File: config.mk
export PLATFORM = sky130hd
export DESIGN_NAME = percent_decoder
export DESIGN_NICKNAME = d
export VERILOG_FILES = /design/src/pdec_pkg.sv /design/src/pdec_front.sv /design/src/pdec_queue.sv /design/src/pdec_back.sv /design/src/percent_decoder.sv
export SDC_FILE = /design/constraint.sdc
export NUM_CORES = 1
export LEC_CHECK = 0
export BUFFER_PORTS_ARGS = -buffer_cell sky130_fd_sc_hd__buf_2
export CAP_MARGIN = 25
export CORE_ASPECT_RATIO = 0.9
export CORE_MARGIN = 2
export CORE_UTILIZATION = 61
export DETAILED_ROUTE_END_ITERATION = 16
export GPL_ROUTABILITY_DRIVEN = 1
export PLACE_DENSITY = 0.79
export SKIP_LAST_GASP = 1
export SYNTH_ARGS = -nofsm -noshare
export SYNTH_HDL_FRONTEND = slang
export SYNTH_SLANG_ARGS = --single-unit
File: constraint.sdc
create_clock -name clock -period 4.4 [get_ports clock]
set_input_delay 0.22 -clock clock [delete_from_list [all_inputs] [get_ports clock]]
set_output_delay 0.22 -clock clock [all_outputs]
set_load 0.1 [all_outputs]
File: src/pdec_pkg.sv
// ----------------------------------------------------------------------------
// pdec_pkg
// Shared types, character codes and helper functions of the percent decoder.
// ----------------------------------------------------------------------------
package pdec_pkg;

   localparam logic [7:0] CH_PERCENT = 8'h25;
   localparam logic [7:0] CH_PLUS    = 8'h2B;
   localparam logic [7:0] CH_SPACE   = 8'h20;
   localparam logic [3:0] LETTER_OFFSET = 4'd9;
   localparam int unsigned QUEUE_DEPTH = 4;
   localparam int unsigned QUEUE_PTR_W = $clog2(QUEUE_DEPTH);

   typedef enum logic [1:0] {
      PHASE_IDLE    = 2'd0,
      PHASE_PERCENT = 2'd1,
      PHASE_DIGIT   = 2'd2
   } escape_phase_type;

   typedef struct packed {
      logic [7:0] in_byte;
      logic       in_last;
   } req_payload_type;

   typedef struct packed {
      logic [7:0] out_byte;
      logic       out_last;
   } rsp_payload_type;

   typedef struct packed {
      logic [2:0][7:0] data;
      logic [1:0]      count;
      logic            last;
   } cmd_type;

   function automatic logic hex_ok(input logic [7:0] c);
      hex_ok = (c >= 8'h30 && c <= 8'h39) || (c >= 8'h61 && c <= 8'h66) ||
               (c >= 8'h41 && c <= 8'h46);
   endfunction

   function automatic logic [3:0] hex_nibble(input logic [7:0] c);
      if (c <= 8'h39) begin
         hex_nibble = c[3:0];
      end else begin
         hex_nibble = c[3:0] + LETTER_OFFSET;
      end
   endfunction

endpackage

File: src/pdec_front.sv
// ----------------------------------------------------------------------------
// pdec_front
// Tracks the escape phase and turns each input byte into a command of zero
// to three output bytes.
// ----------------------------------------------------------------------------
module pdec_front (
   input  logic                      clock,
   input  logic                      reset,
   input  logic                      accept,
   input  pdec_pkg::req_payload_type req,
   output pdec_pkg::cmd_type         cmd,
   output logic                      push
);

   pdec_pkg::escape_phase_type phase_ff, phase_in;
   logic [7:0] held_ff, held_in;
   logic [1:0] n;
   logic       do_idle;
   logic [7:0] b;

   assign b = req.in_byte;

   always_comb begin
      cmd      = '0;
      cmd.last = req.in_last;
      n        = 2'd0;
      do_idle  = 1'b0;
      phase_in = phase_ff;
      held_in  = held_ff;
      case (phase_ff)
         pdec_pkg::PHASE_PERCENT: begin
            if (pdec_pkg::hex_ok(b)) begin
               if (req.in_last) begin
                  cmd.data[0] = pdec_pkg::CH_PERCENT;
                  cmd.data[1] = b;
                  n = 2'd2;
                  phase_in = pdec_pkg::PHASE_IDLE;
               end else begin
                  held_in  = b;
                  phase_in = pdec_pkg::PHASE_DIGIT;
               end
            end else begin
               cmd.data[0] = pdec_pkg::CH_PERCENT;
               n = 2'd1;
               do_idle = 1'b1;
            end
         end
         pdec_pkg::PHASE_DIGIT: begin
            if (pdec_pkg::hex_ok(b)) begin
               cmd.data[0] = {pdec_pkg::hex_nibble(held_ff), pdec_pkg::hex_nibble(b)};
               n = 2'd1;
               phase_in = pdec_pkg::PHASE_IDLE;
            end else begin
               cmd.data[0] = pdec_pkg::CH_PERCENT;
               cmd.data[1] = held_ff;
               n = 2'd2;
               do_idle = 1'b1;
            end
         end
         default: begin
            do_idle = 1'b1;
         end
      endcase
      if (do_idle) begin
         phase_in = pdec_pkg::PHASE_IDLE;
         if (b == pdec_pkg::CH_PERCENT) begin
            if (req.in_last) begin
               cmd.data[n] = pdec_pkg::CH_PERCENT;
               n = n + 2'd1;
            end else begin
               phase_in = pdec_pkg::PHASE_PERCENT;
            end
         end else if (b == pdec_pkg::CH_PLUS) begin
            cmd.data[n] = pdec_pkg::CH_SPACE;
            n = n + 2'd1;
         end else begin
            cmd.data[n] = b;
            n = n + 2'd1;
         end
      end
      cmd.count = n;
   end

   assign push = accept && (n != 2'd0);

   always_ff @(posedge clock) begin
      if (reset) begin
         phase_ff <= pdec_pkg::PHASE_IDLE;
         held_ff  <= 8'd0;
      end else if (accept) begin
         phase_ff <= phase_in;
         held_ff  <= held_in;
      end
   end

endmodule

File: src/pdec_queue.sv
// ----------------------------------------------------------------------------
// pdec_queue
// Four-entry command queue between the classifier and the output stage.
// ----------------------------------------------------------------------------
module pdec_queue (
   input  logic               clock,
   input  logic               reset,
   input  logic               push,
   input  pdec_pkg::cmd_type  push_cmd,
   input  logic               pop,
   output pdec_pkg::cmd_type  head_cmd,
   output logic               empty,
   output logic               full
);

   pdec_pkg::cmd_type entry_ff [pdec_pkg::QUEUE_DEPTH];
   logic [pdec_pkg::QUEUE_PTR_W-1:0] wr_ptr_ff, wr_ptr_in;
   logic [pdec_pkg::QUEUE_PTR_W-1:0] rd_ptr_ff, rd_ptr_in;
   logic [pdec_pkg::QUEUE_PTR_W:0]   count_ff, count_in;

   assign empty    = (count_ff == '0);
   assign full     = (count_ff == (pdec_pkg::QUEUE_PTR_W+1)'(pdec_pkg::QUEUE_DEPTH));
   assign head_cmd = entry_ff[rd_ptr_ff];

   always_comb begin
      wr_ptr_in = push ? wr_ptr_ff + 1'b1 : wr_ptr_ff;
      rd_ptr_in = pop ? rd_ptr_ff + 1'b1 : rd_ptr_ff;
      count_in  = count_ff + (pdec_pkg::QUEUE_PTR_W+1)'(push)
                  - (pdec_pkg::QUEUE_PTR_W+1)'(pop);
   end

   always_ff @(posedge clock) begin
      if (reset) begin
         wr_ptr_ff <= '0;
         rd_ptr_ff <= '0;
         count_ff  <= '0;
      end else begin
         wr_ptr_ff <= wr_ptr_in;
         rd_ptr_ff <= rd_ptr_in;
         count_ff  <= count_in;
      end
   end

   always_ff @(posedge clock) begin
      if (push) begin
         entry_ff[wr_ptr_ff] <= push_cmd;
      end
   end

endmodule

File: src/pdec_back.sv
// ----------------------------------------------------------------------------
// pdec_back
// Walks the head command's bytes into the output register, one per cycle unless rsp_stall holds it.
// ----------------------------------------------------------------------------
module pdec_back (
   input  logic                      clock,
   input  logic                      reset,
   input  pdec_pkg::cmd_type         head_cmd,
   input  logic                      head_valid,
   output logic                      pop,
   output logic                      rsp_valid,
   input  logic                      rsp_stall,
   output pdec_pkg::rsp_payload_type rsp_payload
);

   logic [1:0] sub_ff, sub_in;
   logic       valid_ff, valid_in;
   logic       load;
   logic       final_byte;
   pdec_pkg::rsp_payload_type data_ff, data_in;

   assign load       = !valid_ff || !rsp_stall;
   assign final_byte = (sub_ff == head_cmd.count - 2'd1);
   assign pop        = load && head_valid && final_byte;

   always_comb begin
      sub_in   = sub_ff;
      valid_in = valid_ff;
      data_in  = data_ff;
      if (load) begin
         valid_in = head_valid;
         if (head_valid) begin
            data_in.out_byte = head_cmd.data[sub_ff];
            data_in.out_last = head_cmd.last && final_byte;
            sub_in = final_byte ? 2'd0 : sub_ff + 2'd1;
         end
      end
   end

   always_ff @(posedge clock) begin
      if (reset) begin
         sub_ff   <= 2'd0;
         valid_ff <= 1'b0;
      end else begin
         sub_ff   <= sub_in;
         valid_ff <= valid_in;
      end
   end

   always_ff @(posedge clock) begin
      data_ff <= data_in;
   end

   assign rsp_valid   = valid_ff;
   assign rsp_payload = data_ff;

endmodule

File: src/percent_decoder.sv
// ----------------------------------------------------------------------------
// percent_decoder
// Streaming form-style URL percent decoder.
// ----------------------------------------------------------------------------
// One encoded byte is taken per cycle while req_stall is low, and one decoded
// byte leaves per cycle while rsp_stall is low. A byte that decodes to a single
// character passes as one command; a broken escape or a flush on the final byte
// yields up to three characters, and the output register then emits them one by
// one from that command. The four-entry command queue between the classifier
// and the output stage absorbs these bursts, and req_stall rises only while
// that queue is full.
module percent_decoder (
   input  logic                      clock,
   input  logic                      reset,
   input  logic                      req_valid,
   output logic                      req_stall,
   input  pdec_pkg::req_payload_type req_payload,
   output logic                      rsp_valid,
   input  logic                      rsp_stall,
   output pdec_pkg::rsp_payload_type rsp_payload
);

   pdec_pkg::cmd_type cmd, head_cmd;
   logic accept, push, pop, empty, full;

   assign req_stall = full;
   assign accept    = req_valid && !req_stall;

   pdec_front u_front (
      .clock  (clock),
      .reset  (reset),
      .accept (accept),
      .req    (req_payload),
      .cmd    (cmd),
      .push   (push)
   );

   pdec_queue u_queue (
      .clock    (clock),
      .reset    (reset),
      .push     (push),
      .push_cmd (cmd),
      .pop      (pop),
      .head_cmd (head_cmd),
      .empty    (empty),
      .full     (full)
   );

   pdec_back u_back (
      .clock       (clock),
      .reset       (reset),
      .head_cmd    (head_cmd),
      .head_valid  (!empty),
      .pop         (pop),
      .rsp_valid   (rsp_valid),
      .rsp_stall   (rsp_stall),
      .rsp_payload (rsp_payload)
   );

   a_last_pushes: assert property (@(posedge clock) disable iff (reset)
      accept && req_payload.in_last |-> push)
      else $error("final byte produced no output command");

   a_no_push_full: assert property (@(posedge clock) disable iff (reset)
      push |-> !full)
      else $error("command queue written while full");

   a_no_pop_empty: assert property (@(posedge clock) disable iff (reset)
      pop |-> !empty)
      else $error("command queue read while empty");

endmodule
==> results.json <==
{
  "status": "completed",
  "hold_start": "rsp_stall",
  "synth.avg_cell_area_sq_um": 14.9,
  "dr.first_iter.drc_count": 293,
  "synth_edf_count": 117,
  "area_delta_synth_final_pct": 12.9,
  "track_usage": 0.248,
  "rsz0062_at_grt": "false",
  "hold_depth": 3,
  "grt_pass1_wl_microns": 20500,
  "clkTransAtPathRegs_ns": 0.06,
  "critPathRequiredTime_ns": 4.69,
  "crit_top_cell": "ha_1",
  "finClkSkew_ns": 0.0114,
  "crit_family": "adder cells",
  "rows": 35,
  "postCtsSetupRepairBufs": 0,
  "syn_inst": 424,
  "finalHoldViolations": 0,
  "die_x_microns": 111,
  "io_buffers": 23,
  "grt_antenna_before_repair": 0,
  "cts_resized": 0,
  "startpoint_type": "flip-flop",
  "antenna_left": 0,
  "postCtsHoldBufs": 0,
  "arrival_ns": 3.65,
  "slowest_delay_ns": 0.46,
  "finalCritPeriodShare": 0.764,
  "ios": 24,
  "cts_made_buffers": 17,
  "period_minus_slack_ns": 3.36,
  "hold_path.class": "input port to flip-flop",
  "core_area_sq_um": 10200,
  "synthArstFlopShare": 0,
  "start_util": 0.622,
  "ys_types": 57,
  "r2r_cells": 11,
  "dieArea_sq_um": 11200,
  "drc_errors": 0,
  "totalPowerFinal_mw": 4.25,
  "diodes": 0,
  "drt-wirelength-per-cell_microns": 21.3,
  "slew_headroom": 0.495,
  "htreeDepth": 4,
  "clk_path_buf_depth": 2,
  "drive_gt1_frac": 0.226,
  "r2r_start": "u_front.phase_ff[0]",
  "via_count": 3745,
  "syn-num-nets": 455,
  "viasPerCell": 6.25,
  "ys_ff_latch": 139,
  "crit_type": "flip-flop to flip-flop",
  "ys_warn_count": 0,
  "crit_path_end_kind": "flip-flop",
  "cts_tree": "done",
  "drv_slew": 0,
  "syn_area_sq_um": 6320,
  "p_leak_nw": 2.46,
  "dieHeight_microns": 101,
  "nFillCells": 676,
  "dr.pass1.iters": 5,
  "drv_cap": 0,
  "setup_viol": 0,
  "overflow": 0,
  "achievable-frequency_ghz": 0.297,
  "final_nets": 488,
  "timing.rr.end": "u_queue.count_ff[2]",
  "cp_slowest_cell": "nor3_4",
  "cts_root_buf": "clkbuf_16",
  "path_max_fanout": 10,
  "final.setup.tns_ns": 0,
  "cts_sinks": 139,
  "grt_start_max_net_pins": 28,
  "clk_latency_ns": 0.41,
  "crit_buf_inv": 1,
  "grt_pass1_vias": 3798,
  "place_congestion": 0.952,
  "dpl.hpwl_microns": 8210,
  "path_cells": "inv_1, ha_1, nor3_4, a32oi_4, ha_1, nor3_1, a221oi_4, ha_1, fa_1, xnor2_1, nor2_1",
  "vdd_drop_max_mv": 0.721,
  "drt-total-wl_microns": 12800,
  "p_per_area_nw_per_um2": 596,
  "regToRegSetupSlack_ns": 1.04,
  "worst_pin_slew_ns": 0.755,
  "synthFlopType": "edfxtp_1",
  "holdPathEnd": "u_back.rsp_valid",
  "yosysSeqAreaShare": 0.626
}
## sequential cells by signal, summed over array words and instances, names as in the netlist, 2 cells and up, named ones only
name	cells
u_queue.rd_ptr_ff	2
u_queue.wr_ptr_ff	2
u_back.rsp_payload	9
u_queue.count_ff	3
u_back.sub_ff	2
u_front.held_ff	8
u_front.phase_ff	2
u_queue.entry_ff	108
## area by class of cell
| cell class | count | area (sq um) | share of cell area |
|---|---|---|---|
| clock buffer | 18 | 429 | 0.0601 |
| clock inverter | 14 | 123 | 0.0172 |
| inverter | 26 | 97.6 | 0.0137 |
| multi-input combinational | 241 | 2190 | 0.307 |
| sequential | 139 | 3960 | 0.554 |
| tap | 129 | 161 | 0.0226 |
| timing repair buffer | 32 | 183 | 0.0256 |
## report_power, final
group	switching (mW)	leakage (nW)	internal [mW]	total, mW
Sequential	0.0602	1.23	1.64	1.70
Clock	0.585	0.259	0.741	1.33
Combinational	0.822	0.977	0.400	1.22
## cells in the mapped netlist, types with 6 or more instances
master / number / area share
and3_1: 9 / 0.0089
o21ai_0: 11 / 0.0087
nand2_1: 24 / 0.014
clkbuf_1: 11 / 0.0065
nand3_1: 7 / 0.0055
a21oi_1: 9 / 0.0071
nor3_1: 6 / 0.0048
edfxtp_1: 117 / 0.56
and2_1: 10 / 0.0099
dfxtp_1: 22 / 0.070
nand2b_1: 6 / 0.0059
o22ai_1: 8 / 0.0079
mux4_2: 27 / 0.096
nor2_1: 23 / 0.014
xnor2_1: 7 / 0.0097
inv_1: 25 / 0.015
ha_1: 17 / 0.034
mux2i_1: 17 / 0.027
## metrics by stage
step                 util  setup slack (ns)  hold WS [ns]  cell area, sq um  std cells
floorplan               -             0.915         0.319              6320        424
global placement    0.648             0.770         0.451              6580        567
detailed placement  0.648             0.669         0.463              6580        567
CTS                 0.702              1.03        0.0539              7140        599
global route        0.702             0.821        0.0588              7140        599
finish              0.702              1.04        0.0711              7140        599
## routing by layer
metal  vias up  global-route usage  share of wire
li1       1685                   -              -
met1      1871               0.335           0.43
met2       169               0.397           0.49
met3        20              0.0673          0.063
met4         0              0.0845          0.019
met5         -                   0              0
## worst max-delay path by stage
| stage | end | slack, ns | start | cells after the start |
|---|---|---|---|---|
| 5_1_grt | u_queue.count_ff[2] | 0.82 | req_payload[2] | 14 |
| 2_1_floorplan | u_queue.entry_ff[0][0] | 0.92 | req_payload[2] | 10 |
| 3_5_place_dp | u_queue.count_ff[2] | 0.67 | req_payload[2] | 14 |
| 3_3_place_gp | u_queue.count_ff[2] | 0.77 | req_payload[2] | 14 |
| 6_report | u_queue.count_ff[2] | 1.04 | u_front.phase_ff[0] | 11 |
| 4_1_cts | u_queue.count_ff[2] | 1.03 | u_front.phase_ff[0] | 11 |
## cell usage in the layout, fill, tap and decap left out, types with 6 or more instances in the layout
cell type / n
a21oi_1: 9
and2_1: 10
and3_1: 9
buf_2: 23
buf_4: 9
clkbuf_16: 17
dfxtp_1: 21
edfxtp_1: 117
ha_1: 17
inv_1: 25
inv_6: 7
mux2i_1: 17
mux4_2: 27
nand2_1: 24
nand2b_1: 6
nand3_1: 7
nor2_1: 23
nor3_1: 6
o21ai_0: 11
o22ai_1: 8
xnor2_1: 7
## worst min-delay path, cell delays in order
cell	delay (ns)
buf_2	0.11
nand2_1	0.05
a21oi_1	0.05
## kinds of logic after synthesis
kind of cell	count (synthesis)	share of synthesized area
AOI/OAI and AO/OA	64	0.0780
and+or+nand+nor	103	0.0901
DFF	139	0.626
xor gates and xnor gates	10	0.0139
adders and majority gates	18	0.0368
buffers and inverters	44	0.0281
muxes	46	0.127
No activity file was read; power rests on OpenSTA's default activity.
